`config.mk`:
```
export PLATFORM = sky130hd
export DESIGN_NAME = packed_code_threshold_count
export DESIGN_NICKNAME = d
export VERILOG_FILES = /design/src/rtl/pctc_pkg.sv /design/src/rtl/packed_code_threshold_count.sv /design/src/rtl/pctc_fifo.sv /design/src/rtl/pctc_front.sv /design/src/rtl/pctc_back.sv
export VERILOG_INCLUDE_DIRS = /design/src /design/src/rtl
export SDC_FILE = /design/constraint.sdc
export NUM_CORES = 1
export LEC_CHECK = 0
export BUFFER_PORTS_ARGS = -buffer_cell sky130_fd_sc_hd__buf_2
export CORE_ASPECT_RATIO = 2
export CORE_UTILIZATION = 60
export CTS_CLUSTER_SIZE = 12
export DETAILED_ROUTE_END_ITERATION = 7
export PLACE_DENSITY = 0.84
export SETUP_SLACK_MARGIN = 0.2
export SYNTH_ARGS = -nofsm -noshare
export SYNTH_HDL_FRONTEND = slang
export SYNTH_SLANG_ARGS = --single-unit
```
`constraint.sdc`:
```
create_clock -name clk -period 6.1 [get_ports clk]
set_input_delay 0.61 -clock clk [delete_from_list [all_inputs] [get_ports clk]]
set_output_delay 0.61 -clock clk [all_outputs]
set_load 0.03 [all_outputs]
```
`src/rtl/packed_code_threshold_count_defines.svh`:
```
// Assertion macros shared by the packed code threshold count modules.
`ifndef PACKED_CODE_THRESHOLD_COUNT_DEFINES_SVH
`define PACKED_CODE_THRESHOLD_COUNT_DEFINES_SVH

// Checks cons in the same cycle whenever ante holds.
`define PCTC_ASSERT_NOW(label, ante, cons, msg) \
    label: assert property (@(posedge clk) disable iff (!rst_n) (ante) |-> (cons)) \
        else $error(msg);

// Checks cons in the cycle after ante holds.
`define PCTC_ASSERT_NEXT(label, ante, cons, msg) \
    label: assert property (@(posedge clk) disable iff (!rst_n) (ante) |=> (cons)) \
        else $error(msg);

`endif

```
`src/rtl/pctc_pkg.sv`:
```
// Shared types and constants for the packed code threshold count block.
`timescale 1ns / 1ps
package pctc_pkg;

    localparam int WORD_WIDTH      = 64;
    localparam int CNT_WIDTH       = 24;
    localparam int THR_WIDTH       = 13;
    localparam int CFG_INDEX_WIDTH = 2;
    localparam int CFG_DATA_WIDTH  = 24;
    localparam int POP_GROUP       = 8;

    typedef enum logic [CFG_INDEX_WIDTH-1:0] {
        REG_THRESHOLD     = 2'd0,
        REG_ELEMENT_COUNT = 2'd1
    } cfg_reg_t;

    typedef struct packed {
        logic full;
        logic empty;
    } fifo_status_t;

endpackage

```
`src/rtl/packed_code_threshold_count.sv`:
```
// Top level of the packed code threshold count block.
`timescale 1ns / 1ps
// Counts how many of the first element_count codes in a column of CODE_WIDTH-bit codes,
// packed LSB-first into 64-bit words, are strictly below threshold. One word is taken per
// cycle while the lane queue is not full; the front end splits each word, plus the bits
// left over from the previous one, into code lanes in the cycle it is accepted, and a
// two-entry queue feeds a two-stage counting back end. A word flagged last_word produces
// one match_count beat, which passes the lane queue, the first counting stage and the
// result queue, and the scan state then starts over for the next column. Words that are
// not last produce no beat. Leftover bits of a last word are dropped. Write threshold and
// element_count only while no column result is outstanding; cfg_ready is always high.
module packed_code_threshold_count #(
    parameter int CODE_WIDTH = 12
) (
    input  logic                                 clk,
    input  logic                                 rst_n,
    input  logic                                 push,
    output logic                                 full,
    input  logic [pctc_pkg::WORD_WIDTH-1:0]      packed_word,
    input  logic                                 last_word,
    output logic                                 empty,
    input  logic                                 pop,
    output logic [pctc_pkg::CNT_WIDTH-1:0]       match_count,
    input  logic                                 cfg_valid,
    output logic                                 cfg_ready,
    input  logic [pctc_pkg::CFG_INDEX_WIDTH-1:0] cfg_index,
    input  logic [pctc_pkg::CFG_DATA_WIDTH-1:0]  cfg_data
);
    import pctc_pkg::*;

    localparam int LANES = (WORD_WIDTH - 1) / CODE_WIDTH + 1;

    fifo_status_t         mid_status;
    fifo_status_t         res_status;
    logic [LANES-1:0]     hits;
    logic [LANES:0]       mid_rdata;
    logic                 mid_pop;
    logic                 accept;
    logic                 res_push;
    logic [CNT_WIDTH-1:0] res_count;

    assign accept    = push && !mid_status.full;
    assign full      = mid_status.full;
    assign empty     = res_status.empty;
    assign cfg_ready = 1'b1;

    pctc_front #(
        .CODE_WIDTH (CODE_WIDTH)
    ) u_front (
        .clk         (clk),
        .rst_n       (rst_n),
        .accept      (accept),
        .packed_word (packed_word),
        .last_word   (last_word),
        .cfg_write   (cfg_valid),
        .cfg_index   (cfg_index),
        .cfg_data    (cfg_data),
        .hits        (hits)
    );

    pctc_fifo #(
        .WIDTH (LANES + 1),
        .DEPTH (2)
    ) u_mid_fifo (
        .clk    (clk),
        .rst_n  (rst_n),
        .push   (accept),
        .wdata  ({last_word, hits}),
        .pop    (mid_pop),
        .rdata  (mid_rdata),
        .status (mid_status)
    );

    pctc_back #(
        .LANES (LANES)
    ) u_back (
        .clk        (clk),
        .rst_n      (rst_n),
        .mid_status (mid_status),
        .mid_hits   (mid_rdata[LANES-1:0]),
        .mid_last   (mid_rdata[LANES]),
        .mid_pop    (mid_pop),
        .res_status (res_status),
        .res_push   (res_push),
        .res_count  (res_count)
    );

    pctc_fifo #(
        .WIDTH (CNT_WIDTH),
        .DEPTH (2)
    ) u_res_fifo (
        .clk    (clk),
        .rst_n  (rst_n),
        .push   (res_push),
        .wdata  (res_count),
        .pop    (pop),
        .rdata  (match_count),
        .status (res_status)
    );

endmodule

```
`src/rtl/pctc_fifo.sv`:
```
// Small register-based queue with full and empty status.
`timescale 1ns / 1ps
module pctc_fifo #(
    parameter int WIDTH = 8,
    parameter int DEPTH = 2
) (
    input  logic                  clk,
    input  logic                  rst_n,
    input  logic                  push,
    input  logic [WIDTH-1:0]      wdata,
    input  logic                  pop,
    output logic [WIDTH-1:0]      rdata,
    output pctc_pkg::fifo_status_t status
);
    import pctc_pkg::*;

    localparam int PTR_W = (DEPTH > 1) ? $clog2(DEPTH) : 1;
    localparam int CNT_W = $clog2(DEPTH + 1);

    logic [WIDTH-1:0] mem_reg [DEPTH];
    logic [PTR_W-1:0] wr_ptr_reg;
    logic [PTR_W-1:0] wr_ptr_next;
    logic [PTR_W-1:0] rd_ptr_reg;
    logic [PTR_W-1:0] rd_ptr_next;
    logic [CNT_W-1:0] count_reg;
    logic [CNT_W-1:0] count_next;
    logic             do_push;
    logic             do_pop;

    assign status.full  = (count_reg == CNT_W'(DEPTH));
    assign status.empty = (count_reg == '0);
    assign do_push      = push && !status.full;
    assign do_pop       = pop && !status.empty;
    assign rdata        = mem_reg[rd_ptr_reg];

    always_comb
    begin
        wr_ptr_next = wr_ptr_reg;
        rd_ptr_next = rd_ptr_reg;
        count_next  = count_reg;
        if (do_push)
        begin
            wr_ptr_next = (wr_ptr_reg == PTR_W'(DEPTH - 1)) ? '0 : wr_ptr_reg + 1'b1;
        end
        if (do_pop)
        begin
            rd_ptr_next = (rd_ptr_reg == PTR_W'(DEPTH - 1)) ? '0 : rd_ptr_reg + 1'b1;
        end
        if (do_push && !do_pop)
        begin
            count_next = count_reg + 1'b1;
        end
        else if (do_pop && !do_push)
        begin
            count_next = count_reg - 1'b1;
        end
    end

    always_ff @(posedge clk or negedge rst_n)
    begin
        if (!rst_n)
        begin
            wr_ptr_reg <= '0;
            rd_ptr_reg <= '0;
            count_reg  <= '0;
        end
        else
        begin
            wr_ptr_reg <= wr_ptr_next;
            rd_ptr_reg <= rd_ptr_next;
            count_reg  <= count_next;
        end
    end

    always_ff @(posedge clk)
    begin
        if (do_push)
        begin
            mem_reg[wr_ptr_reg] <= wdata;
        end
    end

endmodule

```
`src/rtl/pctc_front.sv`:
```
// Front end: joins carried bits with each word, splits codes into lanes and flags matches.
`timescale 1ns / 1ps
`include "packed_code_threshold_count_defines.svh"
module pctc_front #(
    parameter  int CODE_WIDTH = 12,
    localparam int LANES      = (pctc_pkg::WORD_WIDTH - 1) / CODE_WIDTH + 1
) (
    input  logic                                 clk,
    input  logic                                 rst_n,
    input  logic                                 accept,
    input  logic [pctc_pkg::WORD_WIDTH-1:0]      packed_word,
    input  logic                                 last_word,
    input  logic                                 cfg_write,
    input  logic [pctc_pkg::CFG_INDEX_WIDTH-1:0] cfg_index,
    input  logic [pctc_pkg::CFG_DATA_WIDTH-1:0]  cfg_data,
    output logic [LANES-1:0]                     hits
);
    import pctc_pkg::*;

    localparam int CARRY_W = (CODE_WIDTH > 1) ? CODE_WIDTH - 1 : 1;
    localparam int LEN_W   = (CODE_WIDTH > 1) ? $clog2(CODE_WIDTH) : 1;
    localparam int COMB_W  = WORD_WIDTH + CARRY_W;
    localparam int TOT_W   = $clog2(COMB_W + 1);
    localparam int N_W     = $clog2(LANES + 1);
    localparam int CMP_W   = (CODE_WIDTH > THR_WIDTH) ? CODE_WIDTH : THR_WIDTH;

    logic [THR_WIDTH-1:0] threshold_reg;
    logic [CNT_WIDTH-1:0] element_count_reg;
    logic [CARRY_W-1:0]   carry_bits_reg;
    logic [CARRY_W-1:0]   carry_bits_next;
    logic [LEN_W-1:0]     carry_len_reg;
    logic [LEN_W-1:0]     carry_len_next;
    logic [CNT_WIDTH-1:0] codes_seen_reg;
    logic [CNT_WIDTH-1:0] codes_seen_next;

    logic [COMB_W-1:0]    combined;
    logic [COMB_W-1:0]    leftover;
    logic [TOT_W-1:0]     total;
    logic [TOT_W-1:0]     cut;
    logic [CNT_WIDTH-1:0] remaining;
    logic [LANES-1:0]     lane_full;
    logic [N_W-1:0]       n_codes;
    logic [N_W-1:0]       taken;

    // The carried bits sit below the new word, so codes start at bit zero.
    assign combined  = ({{CARRY_W{1'b0}}, packed_word} << carry_len_reg)
                     | {{WORD_WIDTH{1'b0}}, carry_bits_reg};
    assign total     = TOT_W'(WORD_WIDTH) + TOT_W'(carry_len_reg);
    assign remaining = (codes_seen_reg < element_count_reg)
                     ? element_count_reg - codes_seen_reg : '0;

    genvar g;
    generate
        for (g = 0; g < LANES; g++)
        begin : g_lane
            logic [CODE_WIDTH-1:0] code;
            assign code         = combined[g*CODE_WIDTH +: CODE_WIDTH];
            assign lane_full[g] = (total >= TOT_W'((g + 1) * CODE_WIDTH));
            assign hits[g]      = lane_full[g] && (remaining > CNT_WIDTH'(g))
                                && (CMP_W'(code) < CMP_W'(threshold_reg));
        end
    endgenerate

    // Complete lanes form a thermometer; the highest one sets the cut point.
    always_comb
    begin
        n_codes = '0;
        cut     = '0;
        for (int i = 0; i < LANES; i++)
        begin
            if (lane_full[i])
            begin
                n_codes = N_W'(i + 1);
                cut     = TOT_W'((i + 1) * CODE_WIDTH);
            end
        end
    end

    assign leftover        = combined >> cut;
    assign carry_bits_next = leftover[CARRY_W-1:0];
    assign carry_len_next  = LEN_W'(total - cut);
    assign taken           = (remaining < CNT_WIDTH'(n_codes)) ? remaining[N_W-1:0] : n_codes;
    assign codes_seen_next = codes_seen_reg + CNT_WIDTH'(taken);

    always_ff @(posedge clk or negedge rst_n)
    begin
        if (!rst_n)
        begin
            threshold_reg     <= '0;
            element_count_reg <= '0;
        end
        else if (cfg_write)
        begin
            unique case (cfg_reg_t'(cfg_index))
                REG_THRESHOLD:     threshold_reg     <= cfg_data[THR_WIDTH-1:0];
                REG_ELEMENT_COUNT: element_count_reg <= cfg_data[CNT_WIDTH-1:0];
                default:           ;
            endcase
        end
    end

    always_ff @(posedge clk or negedge rst_n)
    begin
        if (!rst_n)
        begin
            carry_bits_reg <= '0;
            carry_len_reg  <= '0;
            codes_seen_reg <= '0;
        end
        else if (accept)
        begin
            if (last_word)
            begin
                carry_bits_reg <= '0;
                carry_len_reg  <= '0;
                codes_seen_reg <= '0;
            end
            else
            begin
                carry_bits_reg <= carry_bits_next;
                carry_len_reg  <= carry_len_next;
                codes_seen_reg <= codes_seen_next;
            end
        end
    end

    `PCTC_ASSERT_NOW(a_carry_len_range, 1'b1,
        {1'b0, carry_len_reg} < (LEN_W + 1)'(CODE_WIDTH), "carry length reached code width")
    `PCTC_ASSERT_NEXT(a_last_clears_scan, accept && last_word,
        carry_len_reg == '0 && codes_seen_reg == '0, "scan state not cleared after last beat")

endmodule

```
`src/rtl/pctc_back.sv`:
```
// Back end: counts flagged lanes, accumulates the column total and emits it on the last word.
`timescale 1ns / 1ps
`include "packed_code_threshold_count_defines.svh"
module pctc_back #(
    parameter int LANES = 6
) (
    input  logic                           clk,
    input  logic                           rst_n,
    input  pctc_pkg::fifo_status_t         mid_status,
    input  logic [LANES-1:0]               mid_hits,
    input  logic                           mid_last,
    output logic                           mid_pop,
    input  pctc_pkg::fifo_status_t         res_status,
    output logic                           res_push,
    output logic [pctc_pkg::CNT_WIDTH-1:0] res_count
);
    import pctc_pkg::*;

    localparam int GROUPS = (LANES + POP_GROUP - 1) / POP_GROUP;
    localparam int GRP_W  = $clog2(POP_GROUP + 1);
    localparam int SUM_W  = $clog2(LANES + 1);

    logic [GRP_W-1:0]            part_reg  [GROUPS];
    logic [GRP_W-1:0]            part_next [GROUPS];
    logic                        s1_last_reg;
    logic                        s1_valid_reg;
    logic [GROUPS*POP_GROUP-1:0] hits_pad;
    logic [SUM_W-1:0]            batch;
    logic [CNT_WIDTH-1:0]        running_count_reg;
    logic [CNT_WIDTH-1:0]        total_count;
    logic                        fire;
    logic                        load;

    assign hits_pad = (GROUPS * POP_GROUP)'(mid_hits);

    // First stage: population count in groups of eight lanes.
    always_comb
    begin
        for (int j = 0; j < GROUPS; j++)
        begin
            part_next[j] = '0;
            for (int k = 0; k < POP_GROUP; k++)
            begin
                part_next[j] = part_next[j] + GRP_W'(hits_pad[j*POP_GROUP + k]);
            end
        end
    end

    always_comb
    begin
        batch = '0;
        for (int j = 0; j < GROUPS; j++)
        begin
            batch = batch + SUM_W'(part_reg[j]);
        end
    end

    assign total_count = running_count_reg + CNT_WIDTH'(batch);
    assign fire        = s1_valid_reg && (!s1_last_reg || !res_status.full);
    assign load        = !mid_status.empty && (!s1_valid_reg || fire);
    assign mid_pop     = load;
    assign res_push    = fire && s1_last_reg;
    assign res_count   = total_count;

    always_ff @(posedge clk or negedge rst_n)
    begin
        if (!rst_n)
        begin
            s1_valid_reg      <= 1'b0;
            running_count_reg <= '0;
        end
        else
        begin
            if (load)
            begin
                s1_valid_reg <= 1'b1;
            end
            else if (fire)
            begin
                s1_valid_reg <= 1'b0;
            end
            if (fire)
            begin
                running_count_reg <= s1_last_reg ? '0 : total_count;
            end
        end
    end

    always_ff @(posedge clk)
    begin
        if (load)
        begin
            part_reg    <= part_next;
            s1_last_reg <= mid_last;
        end
    end

    `PCTC_ASSERT_NEXT(a_running_cleared, fire && s1_last_reg,
        running_count_reg == '0, "running count not cleared after last beat")
    `PCTC_ASSERT_NOW(a_no_push_when_full, res_push, !res_status.full,
        "result pushed into a full queue")
    `PCTC_ASSERT_NOW(a_pop_needs_data, mid_pop, !mid_status.empty,
        "popped an empty lane queue")

endmodule
```
==> results.yml <==
finish:
  largest_reg_flops: 48
  multi_input_area_sq_um: 7140
  drive_above_1_share_pct: 21.5
  regArea_sq_um: 4660
  area_growth_pct: 11.2
  fin_util_pct: 68.4
  layout_common_cells: "buf_2 (120), dfrtp_1 (105), ha_1 (103)"
  fin_area_sq_um: 13600
  final_nets: 1501
  num-fill-cells: 1599
  stdcell_count: 1571
  num_antenna_cells: 0
  final_common_cell: "buf_2"
grt:
  antenna_found_initial: 0
  overflow: 0
  grt_pass1_vias: 10185
  grt.total_usage_pct: 32.5
  grt_pass1_wl_microns: 50600
  grt_max_degree: 78
pwr:
  p_int_mw: 3.43
  p_sw_mw: 2.55
  clkPwrFrac_pct: 17.7
  power_frac_seq_pct: 30.1
  comb_power_share_pct: 52.2
  vdd_drop_max_mv: 0.414
  p_leak_nw: 5.95
  cellPowerDensity_nw_per_um2: 439
  totalPowerFinal_mw: 5.98
  p_sw_share_pct: 42.7
clock_tree:
  hold_buffers: 0
  cts_tree: "done"
  cts.sinks: 173
  cts_root_buffer: "clkbuf_16"
  cts.path.max_buffers: 2
  clk_pin_slew_ns: 0.07
  postCtsSetupBuffers: 0
  htreeDepth: 4
  clkLatencyLatePin_ns: 0.45
  cts_buffers: 17
sta:
  fin_crit_sh_pct: 91.0
  tns_ns: 0
  fmax_ghz: 0.180
  whs_ns: 0.157
  hold_viol: 0
  worstMarginPinSlew_ns: 1.10
  rsz0062_at_grt: "false"
  drv_slew: 0
  fin_ws_ns: 0.547
  setup_viol: 0
  clock_skew_ns: 0.0108
  min_period_ns: 5.55
  slew_headroom_pct: 26.6
critical_path:
  arrival_ns: 5.87
  required_ns: 6.42
  worstSetupPathType: "reg2reg"
  end_kind: "flop"
  worstSetupStartpoint: "u_front.codes_seen_reg[7]"
  timing.rr.start: "u_front.codes_seen_reg[7]"
  cp-start-kind: "flop"
  cp_max_fo: 12
floorplanning:
  die_h_microns: 204
  die_w_microns: 103
  rows: 73
  coreArea_sq_um: 19900
  ioPinCount: 123
  die_area_sq_um: 21000
  start_util_pct: 61.5
drt:
  drc: 0
  route.vias.total: 9915
  avgRoutedWirePerCell_microns: 20.2
  antenna_left: 0
  drt_iter0_markers: 464
  via_per_inst: 6.31
  drt_first_pass_iters: 5
  finalWirelength_microns: 31800
status:
  status: "finished clean"
synthesis:
  synth-main-ff-cell: "dfrtp_1"
  synthCells: 1199
  yosysTopAreaCell: "dfrtp_1"
  synth_cell_types: 82
  synthArstFlopShare_pct: 61.8
  yosysSeqAreaShare_pct: 38.1
  avgSynthCellArea_sq_um: 10.2
  ys_warn_count: 0
  ys_seq_elements: 173
  synth_area_sq_um: 12200
  syn_nets: 1404
  synth-edff-count: 66
  synth.top_cell.area_share_pct: 21.9
  synthTopCellsByArea: "dfrtp_1 (22%), edfxtp_1 (16%), ha_1 (11%), mux2_2 (5.5%), mux4_2 (4.0%)"
placed_design:
  dpl.cell_count: 1539
  numPortBuffers: 121
  place.detailed.hpwl_microns: 24900
  placed_area_sq_um: 13000
  gp_congestion: 0.957
  post-place-ws_ns: 0.390
hold_path:
  hold_class: "in2async"
run:
  cap_violations: 0
Yosys cell counts, types with 13 or more instances:
master	instances
a211oi_1	23
a21o_1	28
a21oi_1	71
and3_1	14
clkbuf_1	38
dfrtp_1	107
edfxtp_1	66
ha_1	103
inv_1	54
mux2_2	60
mux2i_1	46
mux4_2	22
nand2_1	87
nand2b_1	13
nand3_1	24
nand4_1	16
nor2_1	90
nor2b_1	26
o21ai_0	82
xnor2_1	41
xor2_1	20
cell families (layout without fill, tap and decap cells):
logic type	after synthesis	after routing	synth area share, %
muxes	130	130	13.5
DFF	173	173	38.1
xor gates and xnor gates	61	61	4.36
buffers and inverters	111	221	3.89
AOI/OAI and AO/OA	284	284	15.1
and+or+nand+nor	330	330	13.6
adders and majority gates	109	109	11.5
other	1	1	0.0306
worst max-delay path: stages, from the launching register on:
cell and delay, ns:
dfrtp_1 0.38, inv_1 0.14, ha_1 0.33, a211o_1 0.34
a311o_1 0.35, a21oi_1 0.34, nand2_1 0.17, o2111ai_1 0.22
o211ai_1 0.15, o41ai_2 0.19, nor2_1 0.13, ha_1 0.34
a21oi_1 0.12, o2111ai_1 0.12, nor3_2 0.23, mux2_1 0.40
ha_1 0.30, a21o_1 0.10, a21oi_1 0.07, nor2_2 0.20
nand2_1 0.22, nor2_4 0.22, nand2_1 0.09, xnor2_1 0.19
nor2_1 0.06
what timing repair did:
action | 4_1_cts | 5_1_grt
setup endpoints to repair | 0 | 14
hold endpoints to repair | 0 | 0
gates resized for setup | 0 | 5
power groups by stage:
stage / logic (mW) / clock network, mW / registers [mW]
6_report: 3.12 / 1.06 / 1.80
5_1_grt: 3.46 / 1.11 / 1.84
4_1_cts: 3.10 / 1.07 / 1.80
3_5_place_dp: 3.07 / 0 / 1.82
3_3_place_gp: 2.98 / 0 / 1.80
2_1_floorplan: 2.43 / 0 / 1.68
final timing paths:
kind / end / slack [ns] / depth (start not counted)
max in group asynchronous: u_front.carry_len_reg[2] / 4.65 / 2
worst min register to register: u_back.running_count_reg[0] / 0.49 / 2
worst max register to register: u_front.codes_seen_reg[21] / 0.55 / 24
worst max-delay path: u_front.codes_seen_reg[21] / 0.55 / 24
worst min-delay path: u_front.codes_seen_reg[8] / 0.16 / 1
min in group clk: u_front.threshold_reg[5] / 0.38 / 3
area by class of cell:
type                            count  share of cell area [%]
Clock buffer                       18                    3.15
Multi-Input combinational cell    915                    52.4
Tap cell                          262                    2.41
Inverter                           56                    1.54
Timing Repair Buffer              133                    5.13
Sequential cell                   173                    34.2
Clock inverter                     14                    1.08
routing by layer:
layer | vias up | routed length [microns] | GRT usage, %
li1 | 4615 | - | -
met1 | 4749 | 10200 | 28.6
met2 | 380 | 17100 | 59.1
met3 | 171 | 1290 | 6.77
met4 | 0 | 3260 | 29.2
met5 | - | 0 | 0
(Power assumes the default switching activity.)
